**config.mk**
```make
export PLATFORM = sky130hd
export DESIGN_NAME = ofcs_div_cell
export DESIGN_NICKNAME = d
export VERILOG_FILES = /design/src/sv/ofcs_pkg.sv /design/src/sv/ofcs_div_cell.sv
export SDC_FILE = /design/constraint.sdc
export NUM_CORES = 1
export LEC_CHECK = 0
export BUFFER_PORTS_ARGS = -buffer_cell sky130_fd_sc_hd__buf_2
export CAP_MARGIN = 20
export CORE_MARGIN = 8
export CORE_UTILIZATION = 39
export CTS_CLUSTER_DIAMETER = 60
export DETAILED_ROUTE_END_ITERATION = 12
export MAX_ROUTING_LAYER = met4
export PLACE_DENSITY = 0.73
export SETUP_SLACK_MARGIN = 0.2
export SLEW_MARGIN = 25
export SYNTH_ARGS = -nofsm -noshare
export SYNTH_HDL_FRONTEND = slang
export SYNTH_SLANG_ARGS = --single-unit
export TNS_END_PERCENT = 10
```
**constraint.sdc**
```tcl
create_clock -name clk -period 0.83 [get_ports clk]
set_clock_uncertainty 0.2 [all_clocks]
set_input_delay 0.166 -clock clk [delete_from_list [all_inputs] [get_ports clk]]
set_output_delay 0.166 -clock clk [all_outputs]
set_load 0.005 [all_outputs]
```
**src/sv/ofcs_pkg.sv**
```systemverilog
package ofcs_pkg;

	// fixed field widths
	localparam int HeightW  = 11;
	localparam int WidthW   = 16;
	localparam int AbsW     = 13;
	localparam int RelW     = 14;
	localparam int ScoreW   = 17;
	localparam int CfgIdxW  = 8;
	localparam int CfgDataW = 16;

	// register reset values
	localparam logic [HeightW-1:0] HeightRst = 11'd1024;
	localparam logic [WidthW-1:0]  WidthRst  = 16'd1024;
	localparam logic [AbsW-1:0]    AbsRst    = 13'd0;
	localparam logic [RelW-1:0]    RelRst    = 14'd3;

	// register indexes
	typedef enum logic [CfgIdxW-1:0] {
		REG_HEIGHT = 8'd0,
		REG_WIDTH  = 8'd1,
		REG_ABS    = 8'd2,
		REG_REL    = 8'd3
	} ofcs_reg_t;

	// control travelling alongside each word in the score pipeline
	typedef struct packed {
		logic valid;
		logic last;
		logic zero;
	} ofcs_meta_t;

endpackage

```
**src/sv/ofcs_div_cell.sv**
```systemverilog
module ofcs_div_cell #(
	parameter int CntW = 6,
	parameter int QuoW = 17
) (
	input  logic                 clk,
	input  logic                 arst_n,
	input  logic                 en,
	input  ofcs_pkg::ofcs_meta_t meta_i,
	input  logic [CntW-1:0]      rem_i,
	input  logic [CntW-1:0]      dvs_i,
	input  logic                 bit_i,
	input  logic [QuoW-1:0]      quo_i,
	output ofcs_pkg::ofcs_meta_t meta_o,
	output logic [CntW-1:0]      rem_o,
	output logic [CntW-1:0]      dvs_o,
	output logic [QuoW-1:0]      quo_o
);

	logic [CntW:0] trial;
	logic [CntW:0] diff;
	logic          ge;

	// one restoring division step
	assign trial = {rem_i, bit_i};
	assign ge    = trial >= {1'b0, dvs_i};
	assign diff  = trial - {1'b0, dvs_i};

	always_ff @(posedge clk or negedge arst_n) begin
		if (!arst_n) begin
			meta_o <= '0;
		end else if (en) begin
			meta_o <= meta_i;
		end
	end

	always_ff @(posedge clk) begin
		if (en) begin
			rem_o <= ge ? diff[CntW-1:0] : trial[CntW-1:0];
			dvs_o <= dvs_i;
			quo_o <= {quo_i[QuoW-2:0], ge};
		end
	end

endmodule

```
; ---- Word level (Yosys, flattened, before mapping)
; Index checks and enable logic that the tools add are counted.
[op_classes]
order_cmp = 1
addsub = 1
muxes = 1
[ops]
columns = cell, n
row1 = greater-or-equal comparator 7 x 6 -> 1 bit, 1
row2 = two-way mux 6 bit, 1
row3 = subtractor 6 bit, 1
[totals]
ff_bits = 32
output_inout_bits = 32

; ---- Logic depth before layout (Yosys ltp)
[depth]
word_depth = 2
ltp_mapped = 8
depth_no_buf = 8

; ---- Worst setup path before layout
; No wires, ideal clock.
[synth_path]
path_kind = input to register
startpoint = in bit_i
endpoint = reg rem_o[2], data pin
slack_ps = -1323
setup_time_ps = 260
arrival_time_ps = 1693
n_path_buf = 0
required_ps = 370
cell_stages = 7
cell_sequence = inv_1 > ha_1 > nand2b_4 > a211oi_2 > o21ai_1 > a211oi_4 > mux2_2
[synth_via]
elab_chain_len = 2
elab_cells_between_ends = 3
classes_between = 1 x add/sub / 1 x order compare / 1 x mux
[synth_rtl]
columns = item, line
row1 = from (decl), ofcs_div_cell.sv:11  ; input logic bit_i,
row2 = subtractor 6 bit / greater-or-equal comparator 7 x 6 -> 1 bit (equally long branches), "ofcs_div_cell.sv:26, ofcs_div_cell.sv:25"
row3 = two-way mux 6 bit (*), ofcs_div_cell.sv:38  ; rem_o <= ge ? diff[CntW-1:0] : trial[CntW-1:0];
row4 = to (signal assigned), ofcs_div_cell.sv:38
row5 = to (decl), ofcs_div_cell.sv:14  ; output logic [CntW-1:0] rem_o,
; Every way passes the cells marked *; elsewhere a longest branch is shown, timed or not.
; A chain may end at the register's enable or synchronous reset.

; ---- Worst setup path in the final report
[layout_path]
startpoint = in bit_i
endpoint = reg rem_o[4], data pin
; Same word-level chain as after synthesis.

==> results.toml <==
[critical_path]
worstPathMaxFanout = 5
crit_top_cell = "a211oi_4"
crit_path_end_kind = "flop"
crit_slowest_cell = "mux2_4"
start_kind = "primary input"
path_delay_family = "compound AO/OA/AOI/OAI gates"
cp_cell_sequence = "buf_8 -> inv_12 -> ha_4 -> nand2b_4 -> a211oi_4 -> o21ai_2 -> a211oi_4 -> buf_6 -> mux2_4"
worstPathRequired_ns = 0.71
critPathKind = "primary input to flop"
cp.arrival_ns = 1.59
worst_path_largest_cell_delay_ns = 0.30
timing.critical_path.buf_inv = 3

[timing]
rsz0062_at_grt = "true"
setup_ws_ns = -0.878
hold_viol = 29
worstMarginPinSlew_ns = 0.226
setup_violations = 42
max_freq_mhz = 585
holdWs_ns = -0.188
period_needed_ns = 1.71
max-slew-margin-rel_pct = 84.8
finalMaxSlewViolations = 0
post-route-period-util_pct = 206

[logic_synthesis]
ys_seq_elements = 32
synth_flop_cell = "edfxtp_1"
synth_edf_count = 29
synth_cells = 80
ys_seq_area_share_pct = 69.5
syn_nets = 124
ys_warn_count = 0
avgSynthCellArea_um2 = 17.0
yosysUniqueCellTypes = 24
synth_area_um2 = 1360
synthArstFlopShare_pct = 9.38

[global_route]
grt_start_max_net_pins = 16
grt_pass1_wl_um = 4630
grt_pass1_vias = 1064
grt_usage_pct = 11.4
gr-total-overflow = 0
antenna_found_initial = 0

[route]
drc = 0
vias = 1017
wl_um = 3070
drtIter0Drc = 36
avgRoutedWirePerCell_um = 13.8
vias_per_cell = 4.56
ant_nets = 0
drtPass1Iterations = 4

[clock_tree]
cts_buffer_depth = 2
cts_root_buf = "clkbuf_4"
numClockSinks = 32
insertion_delay_ns = 0.32
cts.clk_slew.worst_paths_ns = 0.09
cts_buffers = 5
htree_levels = 2
cts_tree = "done"
hold_buffers = 1

[die]
core.rowCount = 21
core_area_um2 = 3340
die_h_um = 75.1
initial_utilization_pct = 40.8
ios = 68
die_w_um = 75.1
die_area_um2 = 5640

[power_and_ir_drop]
power_density_nw_per_um2 = 1820
power.total_mw = 3.88
vdd_drop_max_v = 0.000615
total_leakage_power_nw = 0.957

[layout]
drive_gt1_share_pct = 66.1
synthToLayoutAreaGrowth_pct = 56.9
fin_nets = 220
n_antenna_cell = 0
regArea_um2 = 946
multi_input_area_um2 = 463
fillers = 257

[placed_design]
io_buffers = 66
gp_congestion = 0.808
hpwl_um = 2570

[outcome]
violations = "hold timing, setup timing"
status = "complete, but fails checks"

[run]
maxCapViolations = 0

[min_path]
hold_path_class = "primary input to flop"
## cell usage in the layout, fill, tap and decap left out, types with 3 or more instances in the layout
cell	Yosys	routed
buf_4	0	20
dfrtp_1	3	3
buf_2	0	63
buf_6	0	3
ha_4	0	4
mux2_2	7	3
mux2_4	0	4
edfxtp_1	29	29
inv_1	10	7
clkbuf_4	0	5
## logic make-up after synthesis
family / share of synthesized area [%]
DFF: 69.5
adders and majority gates: 7.90
xor gates and xnor gates: 1.29
buffers and inverters: 2.76
muxes: 7.26
and+or+nand+nor: 3.22
AOI/OAI and AO/OA: 8.09
## Yosys cell counts, types with 2 or more instances
| cell | number | area (um^2) |
|---|---|---|
| a21oi_1 | 3 | 15.0 |
| a311o_1 | 2 | 20.0 |
| dfrtp_1 | 3 | 75.1 |
| edfxtp_1 | 29 | 871 |
| ha_1 | 7 | 87.6 |
| inv_1 | 10 | 37.5 |
| mux2_2 | 7 | 78.8 |
| mux2i_1 | 2 | 20.0 |
| xnor2_1 | 2 | 17.5 |
## registers in the layout, summed over array words and instances, names as in the netlist
name and count:
dvs_o 6, rem_o 6, meta_o 3, quo_o 17
## what timing repair did
action | CTS | global route
setup endpoints to repair | 71 | 71
pin swaps | 1 | 0
resized for setup | 10 | 4
setup buffers | 1 | 1
endpoints found under the hold margin | 30 | 30
## power by group
| group | switching, mW | internal (mW) |
|---|---|---|
| registers | 0.0329 | 1.93 |
| clock network | 0.488 | 0.615 |
| logic | 0.338 | 0.476 |
| total | 0.860 | 3.02 |
## layer usage
layer	up-vias	global-route usage [%]	wire length (um)
met5	-	-	0
met4	0	7.39	61
met3	6	4.26	428
met2	61	18.4	1370
met1	461	11.3	1210
li1	489	-	-
## worst paths after layout
check | end | cells past startpoint | slack, ns | start
min in group asynchronous | meta_o[2] | 2 | -0.03 | arst_n
max in group asynchronous | meta_o[1] | 2 | 0.36 | arst_n
worst max-delay path | rem_o[4] | 9 | -0.88 | bit_i
worst min register to register | meta_o[0] | 1 | 0.31 | meta_o[0]
worst max register to register | meta_o[2] | 1 | -0.12 | meta_o[2]
worst min-delay path | quo_o[16] | 1 | -0.19 | quo_i[15]
## per-stage QoR
step                setup TNS (ns)  cells  area [um^2]  setup WS, ns  util, %
finish                      -17.50    223         2140        -0.878     64.0
global route                -19.18    223         2140        -0.890     64.0
CTS                         -18.11    222         2110        -0.871     63.3
detailed placement          -16.80    212         1980         -1.33     59.4
global placement            -16.54    212         1980         -1.30     59.4
floorplan                    -7.85     80         1430         -1.17        -
## final cells by class
class                           count  share of cell area (%)
Sequential cell                    32                    44.3
Tap cell                           46                    2.69
Multi-Input combinational cell     38                    21.7
Timing Repair Buffer               89                    25.5
Clock buffer                        5                    1.76
Clock inverter                      3                    1.76
Inverter                           10                    2.34
No activity file was read; power rests on OpenSTA's default activity.
