File: config.mk
export PLATFORM = sky130hd
export DESIGN_NAME = ofcs_win_col
export DESIGN_NICKNAME = d
export VERILOG_FILES = /design/src/sv/ofcs_win_col.sv
export SDC_FILE = /design/constraint.sdc
export NUM_CORES = 1
export LEC_CHECK = 0
export ABC_AREA = 1
export BUFFER_PORTS_ARGS = -buffer_cell sky130_fd_sc_hd__buf_2
export CAP_MARGIN = 20
export CELL_PAD_IN_SITES_DETAIL_PLACEMENT = 0
export CELL_PAD_IN_SITES_GLOBAL_PLACEMENT = 1
export CORE_MARGIN = 5
export CORE_UTILIZATION = 42
export CTS_BUF_LIST = sky130_fd_sc_hd__clkbuf_4
export DETAILED_ROUTE_END_ITERATION = 6
export GPL_TIMING_DRIVEN = 0
export MAX_ROUTING_LAYER = met4
export PLACE_DENSITY = 0.95
export SKIP_LAST_GASP = 1
export SLEW_MARGIN = 20
export SYNTH_ARGS = -nofsm -noshare
export SYNTH_HDL_FRONTEND = slang
export SYNTH_SLANG_ARGS = --single-unit
export TNS_END_PERCENT = 30
File: constraint.sdc
create_clock -name clk -period 1 [get_ports clk]
set_input_delay 0.15 -clock clk [delete_from_list [all_inputs] [get_ports clk]]
set_output_delay 0.15 -clock clk [all_outputs]
set_load 0.05 [all_outputs]
File: src/sv/ofcs_win_col.sv
module ofcs_win_col #(
	parameter int Span = 7,
	parameter int PixW = 27
) (
	input  logic                      clk,
	input  logic                      arst_n,
	input  logic                      shift,
	input  logic [PixW-1:0]           pix_i,
	output logic [Span-1:0][PixW-1:0] pix_o
);

	logic [Span-1:0][PixW-1:0] col_q;

	// column of window pixels moving up one row per word
	always_ff @(posedge clk or negedge arst_n) begin
		if (!arst_n) begin
			col_q <= '0;
		end else if (shift) begin
			for (int a = 0; a < Span - 1; a++) begin
				col_q[a] <= col_q[a+1];
			end
			col_q[Span-1] <= pix_i;
		end
	end

	assign pix_o = col_q;

endmodule

## After elaboration in Yosys (flattened, before gate mapping)

Index checks and enable logic that the tools add are counted.

| storage, ports and cells | value |
|---|---|
| word-level logic and storage cells | 7 |
| register bits | 189 |
| output and inout port bits | 189 |
| input bits | 30 |

## Logic depth before layout (Yosys ltp)

Gate-level depths: netlist of the first run.

| logic depth | value |
|---|---|
| word-level depth | 0 |
| depth in mapped cells | 6 |
| mapped depth without buffers | 3 |

## Worst setup path before layout of the first run

No wires, ideal clock.

| timing | value |
|---|---|
| path kind | flip-flop to flip-flop |
| from | register col_q (netlist bit pix_o[187]) |
| to | register col_q (netlist bit pix_o[160]) |
| arrival | 729 ps |
| stages on the path, launching flop included | 3 |
| setup slack | 151 ps |
| path buffers | 0 |
| setup time | 119 ps |
| clock period less this slack | 849 ps |
| required time | 881 ps |
| cells stage by stage | dfrtp_1 > nand2_1 > nand2_1 |

RTL lines:

| element | RTL line | text |
|---|---|---|
| from (decl) | 12 | `logic [Span-1:0][PixW-1:0] col_q;` |
| from (signal, indexed assignment) | 20 | `col_q[a] <= col_q[a+1];` |
| from (signal, indexed assignment) | 22 | `col_q[Span-1] <= pix_i;` |

## Worst setup path in the final report of the first run

| timing | value |
|---|---|
| from | register col_q (netlist bit pix_o[110]) |
| to | output port pix_o[110] (netlist name) |

RTL lines:

| element | RTL line | text |
|---|---|---|
| to (decl) | 9 | `output logic [Span-1:0][PixW-1:0] pix_o` |

No word-level cell between the ends.

==> results.cfg, run 1 <==
[placement]
dp_cells = 1236
place_hpwl_mm = 13.8
numPortBuffers = 217
globalplace.congestion = 0.836

[clocking]
clk_latency_ns = 0.58
clock_path_buffers = 2
clkSlewWorstSetupHoldPaths_ns = 0.16
cts_root_buffer = clkbuf_4
h-tree-depth = 4
cts_buffers = 17
tritoncts = done
cts_sinks = 189

[power_and_ir_drop]
worst_ir_drop_vdd_mv = 1.05
p_per_area_nw_per_um2 = 2100
leakagePower_nw = 6.33

[synthesis]
synthArstFlopShare = 1.00
synth_top_area_share = 0.661
netlist_area_um2 = 7150
synthTopCellsByCount = 567 x nand2_1, 189 x dfrtp_1, 23 x buf_2
ys_seq_area_frac = 0.661
synth_nets = 828
synth_area_leaders = dfrtp_1 66%, nand2_1 30%, buf_6 1.9%
synthDistinctLibCells = 7
yosysTopAreaCell = dfrtp_1
ys_ff_latch = 189
syn_area_per_cell_um2 = 8.96
yosysMostFrequentCell = nand2_1
synth_flop_cell = dfrtp_1
yosys_warnings = 0
syn_inst = 798
synth_enable_flop_cells = 0

[sta]
timing_hold_violations_final = 99
max_slew_margin = 0.494
finalCritPeriodShare = 1.36
finClkSkew_ns = 0.0213
period_minus_slack_ns = 1.36
setup_viol = 191
worst_slew_pin_slew_ns = 0.759
hold_slack_ns = -0.407
fmax_ghz = 0.735
maxSlewViolCount = 0
setup_ws_ns = -0.360
rsz0062_at_grt = true

[global_route]
overflow = 0
grt_pass1_vias = 5962
grt_use_total = 0.214
grt_pass1_wl_mm = 32.2
antenna_found_initial = 1
grt_max_degree = 101

[floorplan]
row_count = 47
io_pins = 219
die_x_um = 140
start_util = 0.430
die_y_um = 140
dieArea_um2 = 19700
coreArea_um2 = 16600

[critical_path]
cp-end-kind = output port
critPathArrivalTime_ns = 1.21
cpPeakStageDelay_ns = 0.46
crit_chain = buf_6
crit_path_start_kind = flop
crit_buf_inv = 1
worstSetupPathType = flop to output port
cp_top_family = flip-flops
crit_slowest_cell = dfrtp_1
required_ns = 0.85
critPathMaxFanout = 3

[routing]
drt_first_pass_iters = 4
vias = 6226
first_iter_violations = 280
wirelength_mm = 21.0
drc_errors = 0
postRouteAntennaNets = 0
vias_per_cell = 4.40
drt-wirelength-per-cell_um = 14.8

[final_layout]
largest_register_ffs = 189
drive_gt1_frac = 0.340
final_util = 0.661
syn_to_final_growth_pct = 53.7
finalNonFillerCells = 1414
fin_nets = 1210

[run]
cap_viol_max_count = 0

[outcome]
failed_checks = negative hold slack, negative setup slack
status = finished with violations

[hold_path]
min_path_type = primary input to asynchronous set/reset pin
[final timing paths]
check | cells past startpoint | to | start | slack [ns]
max | 1 | pix_o[110] | pix_o[110] | -0.36
min | 1 | pix_o[176] | arst_n | -0.41
max reg2reg | 4 | pix_o[134] | pix_o[161] | 0.11
min reg2reg | 2 | pix_o[24] | pix_o[24] | 0.49
max in group asynchronous | 2 | pix_o[129] | arst_n | 0.51
min in group clk | 4 | pix_o[155] | shift | 0.07
[cell usage in the layout, fill, tap and decap left out]
cell	n
nand2_1	567
buf_4	200
dfrtp_1	189
buf_6	121
buf_2	50
dlygate4sd3_1	28
clkbuf_4	19
bufinv_16	7
clkinv_4	3
clkbuf_1	2
clkinvlp_4	2
diode_2	1
inv_4	1
clkinv_1	1
inv_6	1
buf_8	1
buf_16	1
[routing by layer]
metal,part of all wire,track usage
met5,0,-
met3,0.044,0.0481
met1,0.41,0.262
met4,0.021,0.0658
met2,0.53,0.358
[cell families (layout without fill, tap and decap cells)]
family | Yosys count | after routing | synth area share
other | 0 | 1 | 0
buffers and inverters | 42 | 437 | 0.0411
DFF | 189 | 189 | 0.661
and+or+nand+nor | 567 | 567 | 0.298
[stage by stage]
step,TNS [ns],area [µm²],power (W),worst slack [ns]
after floorplan,0,7150,0.0140,0.151
after global placement,-613.02,8510,0.0157,-3.26
after detailed placement,-15.29,8550,0.0158,-0.150
after CTS,-72.76,10500,0.0227,-0.404
after global routing,-79.25,11000,0.0241,-0.455
final,-61.25,11000,0.0231,-0.360
[area by class of cell]
| class | instances | area [µm²] |
|---|---|---|
| Inverter | 1 | 6.26 |
| Tap cell | 220 | 275 |
| Antenna cell | 1 | 2.50 |
| Sequential cell | 189 | 4730 |
| Timing Repair Buffer | 363 | 3160 |
| Multi-Input combinational cell | 567 | 2130 |
| Fill cell | 1332 | 5650 |
| Clock inverter | 14 | 264 |
| Clock buffer | 18 | 135 |
| Buffer | 41 | 288 |
[power by group]
part / leakage (nW) / total, W / internal (W) / switching [W]
Sequential: 2.43 / 0.00944 / 0.00863 / 0.000814
Clock: 0.201 / 0.00538 / 0.00277 / 0.00261
Combinational: 3.70 / 0.00829 / 0.00292 / 0.00537
Total: 6.33 / 0.0231 / 0.0143 / 0.00880
[what timing repair did]
| item | CTS | global route |
|---|---|---|
| buffers inserted | 74 | 43 |
| endpoints found under the hold margin | 126 | 100 |
| endpoints found under the setup margin | 189 | 189 |
| hold buffers | 27 | 1 |
| gates resized for setup | 243 | 59 |
Note: power is estimated with default switching activity, not from simulation.
==> run 2: changes to the inputs <==
==> constraint.sdc (replaced) <==
create_clock -name clk -period 1 [get_ports clk]
set_input_delay 0.15 -clock clk [delete_from_list [all_inputs] [get_ports clk]]
set_output_delay 0.15 -clock clk [all_outputs]
set_load 0.01 [all_outputs]
==> run 2 against run 1 <==
Against the previous run:
- the run still ends with negative hold slack, negative setup slack left
- cell area shrank 8.1%
- fmax increased by 2.7%
- register-to-register slack got worse by 0.03 ns
- worst setup slack better by 0.036 ns
- routed wire length shrank 5.4%
- final cell count fell by 2.1%
- total power is 18% lower
- first-iteration DRC count increased by 20%
- global-route usage is 0.94 points lower
- clock-buffer cell count is the same
- sequential share of layout area increased by 3.8 points
- highest routed layer unchanged
==> results.cfg, run 2 (synthesized netlist as in run 1, its figures left out) <==
[outcome]
status = finished with violations
failed_checks = negative hold slack, negative setup slack

[critical_path]
r2r_end = pix_o[128]
critPathArrivalTime_ns = 1.17
worstSetupPathType = flop to output port
critPathMaxFanout = 3
endpoint = pix_o[110]
crit_chain = buf_2
cp_num_cells = 1
worstReg2RegStart = pix_o[155]
cpPeakStageDelay_ns = 0.44
cp_top_family = flip-flops
crit_path_start_kind = flop
r2r_cells = 4
crit_buf_inv = 1
rrSetupSlack_ns = 0.08
crit_path_start = pix_o[110]
cp-end-kind = output port
required_ns = 0.85
crit_slowest_cell = dfrtp_1

[routing]
drt_first_pass_iters = 4
postRouteAntennaNets = 0
drt-wirelength-per-cell_um = 14.3
wl_met1_mm = 8.37
vias_per_cell = 4.34
wirelength_mm = 19.8
top_layer_used = met4
vias = 6011
first_iter_violations = 337
wl_met3_um = 951
drc_errors = 0
wl_met2_mm = 10.1

[placement]
placed_area_um2 = 8550
globalplace.congestion = 0.836
numPortBuffers = 217
place_hpwl_mm = 13.8

[global_route]
overflow = 0
grt_pass1_vias = 5728
grt_use_total = 0.205
grt_max_degree = 101
antenna_found_initial = 1
grt_pass1_wl_mm = 30.8

[sta]
finClkSkew_ns = 0.0284
rsz0062_at_grt = true
period_minus_slack_ns = 1.32
maxSlewViolCount = 0
setup_ws_ns = -0.324
worst_slew_pin_slew_ns = 0.777
fmax_ghz = 0.755
timing_hold_violations_final = 99
setup_viol = 189
max_slew_margin = 0.482
setup_tns_ns = -53.19
hold_slack_ns = -0.412
finalCritPeriodShare = 1.32

[floorplan]
row_count = 47
coreArea_um2 = 16600
start_util = 0.430
dieArea_um2 = 19700
die_x_um = 140
io_pins = 219
die_y_um = 140

[power_and_ir_drop]
p_per_area_nw_per_um2 = 1870
leakagePower_nw = 6.04
worst_ir_drop_vdd_mv = 0.997

[clocking]
h-tree-depth = 4
hold_buffers = 27
cts_sinks = 189
clock_path_buffers = 2
cts_buffers = 17
clkSlewWorstSetupHoldPaths_ns = 0.16
tritoncts = done
clk_latency_ns = 0.58
cts_root_buffer = clkbuf_4

[final_layout]
largest_register_ffs = 189
ff_latch_area_um2 = 4730
layout_commonest_cell = nand2_1
final_area_um2 = 10100
fin_nets = 1180
layout_common_cells = 567 x nand2_1, 204 x buf_2, 189 x dfrtp_1
multi_input_comb_area_um2 = 2130
syn_to_final_growth_pct = 41.3
fillers = 1486
drive_gt1_frac = 0.324

[hold_path]
min_path_type = primary input to asynchronous set/reset pin

[run]
cap_viol_max_count = 0
[run 2: cell types whose count changed in the layout (fill, tap and decap cells not counted), sizes merged]
cell / change
buf: -28
dlygate4sd3: -1
clkbuf: -1
[run 2: worst min path at each step]
stage | start | end | slack (ns) | depth (start not counted)
floorplan | arst_n | pix_o[0] | -0.15 | 0
global placement | pix_i[12] | pix_o[174] | 0.35 | 3
detailed placement | arst_n | pix_o[11] | 0.25 | 1
CTS | arst_n | pix_o[176] | -0.43 | 1
global route | arst_n | pix_o[11] | -0.41 | 1
finish | arst_n | pix_o[11] | -0.41 | 1
[run 2: report_power, final]
part / switching (W) / leakage (nW) / internal [W]
combinational: 0.00216 / 3.42 / 0.00200
clock: 0.00259 / 0.201 / 0.00277
sequential: 0.000723 / 2.43 / 0.00862
[run 2: what timing repair did]
item / CTS / global route
gates resized for setup: 23 / 20
endpoints found under the hold margin: 126 / 99
setup buffers: 52 / 36
endpoints found under the setup margin: 189 / 189
[run 2: per-layer routing]
metal / global-route usage / up-vias
li1: - / 3114
met1: 0.252 / 2732
met2: 0.341 / 139
met3: 0.0389 / 26
met4: 0.0709 / 0
met5: - / -
[run 2: area by class of cell]
cell class,instances,area share
Tap cell,220,0.0272
Antenna cell,1,0.000248
Clock inverter,14,0.0261
Inverter,1,0.000619
Buffer,41,0.0285
Timing Repair Buffer,333,0.225
Multi-Input combinational cell,567,0.211
Sequential cell,189,0.468
Clock buffer,18,0.0134
[run 2: through the flow]
stage               power (W)  setup slack, ns  utilization  cells  hold slack [ns]
floorplan              0.0110            0.173            -    798           -0.146
CTS                    0.0186           -0.375        0.583   1347           -0.427
finish                 0.0189           -0.324        0.607   1384           -0.412
global placement       0.0126            -3.26        0.512   1235            0.353
global route           0.0199           -0.420        0.607   1384           -0.414
detailed placement     0.0127           -0.150        0.514   1236            0.246
==> run 3: changes to the inputs <==
CORE_UTILIZATION = 35   (was 42)
PLACE_DENSITY = 0.89   (was 0.95)
REMOVE_ABC_BUFFERS = 1   (was default)
clock period = 1.1 ns   (was 1 ns; I/O delays follow)
==> run 3 against run 2 <==
Against the previous run:
- the run ends with negative setup slack left
- critical path depth unchanged
- sequential power down 9.6%
- sequential share of layout area up 0.80 points
- core utilization down 11 points
- final cell count up 1.0%
- critical endpoint is now pix_o[63]
- critical path type unchanged
- routed wire length down 9.0%
- register-to-register slack better by 0.13 ns
- first-iteration DRC count down 9.5%
- combinational power down 10%
==> results.cfg, run 3 (synthesized netlist as in run 1, its figures left out) <==
[outcome]
status = finished with violations
failed_checks = negative setup slack

[final_layout]
layout_commonest_cell = nand2_1
final_area_um2 = 9930
largest_register_ffs = 189
drive_gt1_frac = 0.303
finalNonFillerCells = 1398
syn_to_final_growth_pct = 38.9
layout_common_cells = 567 x nand2_1, 189 x dfrtp_1, 174 x buf_2
fillers = 1949
fin_nets = 1144

[critical_path]
cpPeakStageDelay_ns = 0.43
rrSetupSlack_ns = 0.21
crit_slowest_cell = dfrtp_1
crit_chain = buf_2
r2r_end = pix_o[88]
critPathMaxFanout = 3
worstReg2RegStart = pix_o[115]
crit_buf_inv = 1
crit_path_start_kind = flop
critPathArrivalTime_ns = 1.13
cp-end-kind = output port
worstSetupPathType = flop to output port
required_ns = 0.94
r2r_cells = 4
cp_top_family = flip-flops

[clocking]
cts_sinks = 189
clock_path_buffers = 2
cts_root_buffer = clkbuf_4
tritoncts = done
cts_buffers = 17
clk_latency_ns = 0.54
h-tree-depth = 4
clkSlewWorstSetupHoldPaths_ns = 0.15

[global_route]
grt_pass1_wl_mm = 29.0
antenna_found_initial = 1
grt_max_degree = 103
overflow = 0
grt_use_total = 0.155
met1_usage = 0.198
grt_pass1_vias = 5350
busiest_layer = met2
grtUsageMet3 = 0.0351
grt_util_met2 = 0.248

[sta]
max_slew_margin = 0.543
rsz0062_at_grt = true
fmax_ghz = 0.774
finClkSkew_ns = 0.0155
setup_ws_ns = -0.191
setup_viol = 257
timing_hold_violations_final = 0
finalCritPeriodShare = 1.17
maxSlewViolCount = 0
period_minus_slack_ns = 1.29
worst_slew_pin_slew_ns = 0.686

[routing]
drc_errors = 0
vias = 5874
first_iter_violations = 305
postRouteAntennaNets = 0
vias_per_cell = 4.20
drt_first_pass_iters = 5
drt-wirelength-per-cell_um = 12.9
wirelength_mm = 18.1

[placement]
placed_area_um2 = 8430
place_hpwl_mm = 10.9
dp_cells = 1249
numPortBuffers = 218
globalplace.congestion = 0.757
dp_slack_ns = -0.651

[floorplan]
coreArea_um2 = 20200
start_util = 0.355
die_x_um = 153
dieArea_um2 = 23400
io_pins = 219
row_count = 52
die_y_um = 153

[power_and_ir_drop]
p_per_area_nw_per_um2 = 1620
finalPower_w = 0.0161
leakagePower_nw = 5.89
worst_ir_drop_vdd_mv = 0.707

[run]
cap_viol_max_count = 0

[hold_path]
whs_path_depth = 3
min_to = pix_o[15]
min_path_type = primary input to flop
hold_start = shift
## run 3: cell types whose count changed in the layout (fill, tap and decap cells not counted), moves of 3 or more
cell       before  now
buf_16          1    4
buf_2         204  174
buf_4          92   87
buf_6          47   42
bufinv_16       7    3
clkinv_2        0    6
## run 3: timing repair
action,CTS,global route
gates resized for setup,21,29
hold buffers,29,0
hold endpoints to repair,216,0
endpoints found under the setup margin,194,288
buffers inserted,40,47
## run 3: layout make-up
class	instances	area, µm²	share of cell area
well taps	270	338	0.0340
inverters	1	11.3	0.00113
diodes	1	2.50	0.000252
clock buffers	20	150	0.0151
multi-input cells	567	2130	0.214
flip-flops and latches	189	4730	0.476
repair buffers	338	2430	0.244
clock inverters	12	146	0.0147
## run 3: worst max path at each step
stage | startpoint | to | cells after the start
finish | pix_o[63] | pix_o[63] | 1
global route | pix_o[167] | pix_o[167] | 1
CTS | pix_o[90] | pix_o[90] | 1
detailed placement | shift | pix_o[14] | 5
global placement | shift | pix_o[27] | 4
floorplan | shift | pix_o[0] | 3
## run 3: stage by stage
| stage | hold WS [ns] | setup TNS, ns | utilization |
|---|---|---|---|
| after CTS | 0.0209 | -45.46 | 0.467 |
| after global routing | 0.0301 | -56.69 | 0.492 |
| after global placement | 0.364 | -1431.15 | 0.411 |
| after floorplan | -0.131 | -29.20 | - |
| after detailed placement | -0.0389 | -88.60 | 0.418 |
| final | 0.0570 | -32.48 | 0.492 |
## run 3: metal layers
| layer | vias up | routed length, µm |
|---|---|---|
| li1 | 3021 | - |
| met1 | 2698 | 7910 |
| met2 | 137 | 8950 |
| met3 | 18 | 855 |
| met4 | 0 | 337 |
| met5 | - | 0 |
## run 3: report_power, final
part,internal (W),switching (W)
logic,0.00181,0.00192
registers,0.00784,0.000612
clock network,0.00164,0.00230
total,0.0113,0.00482
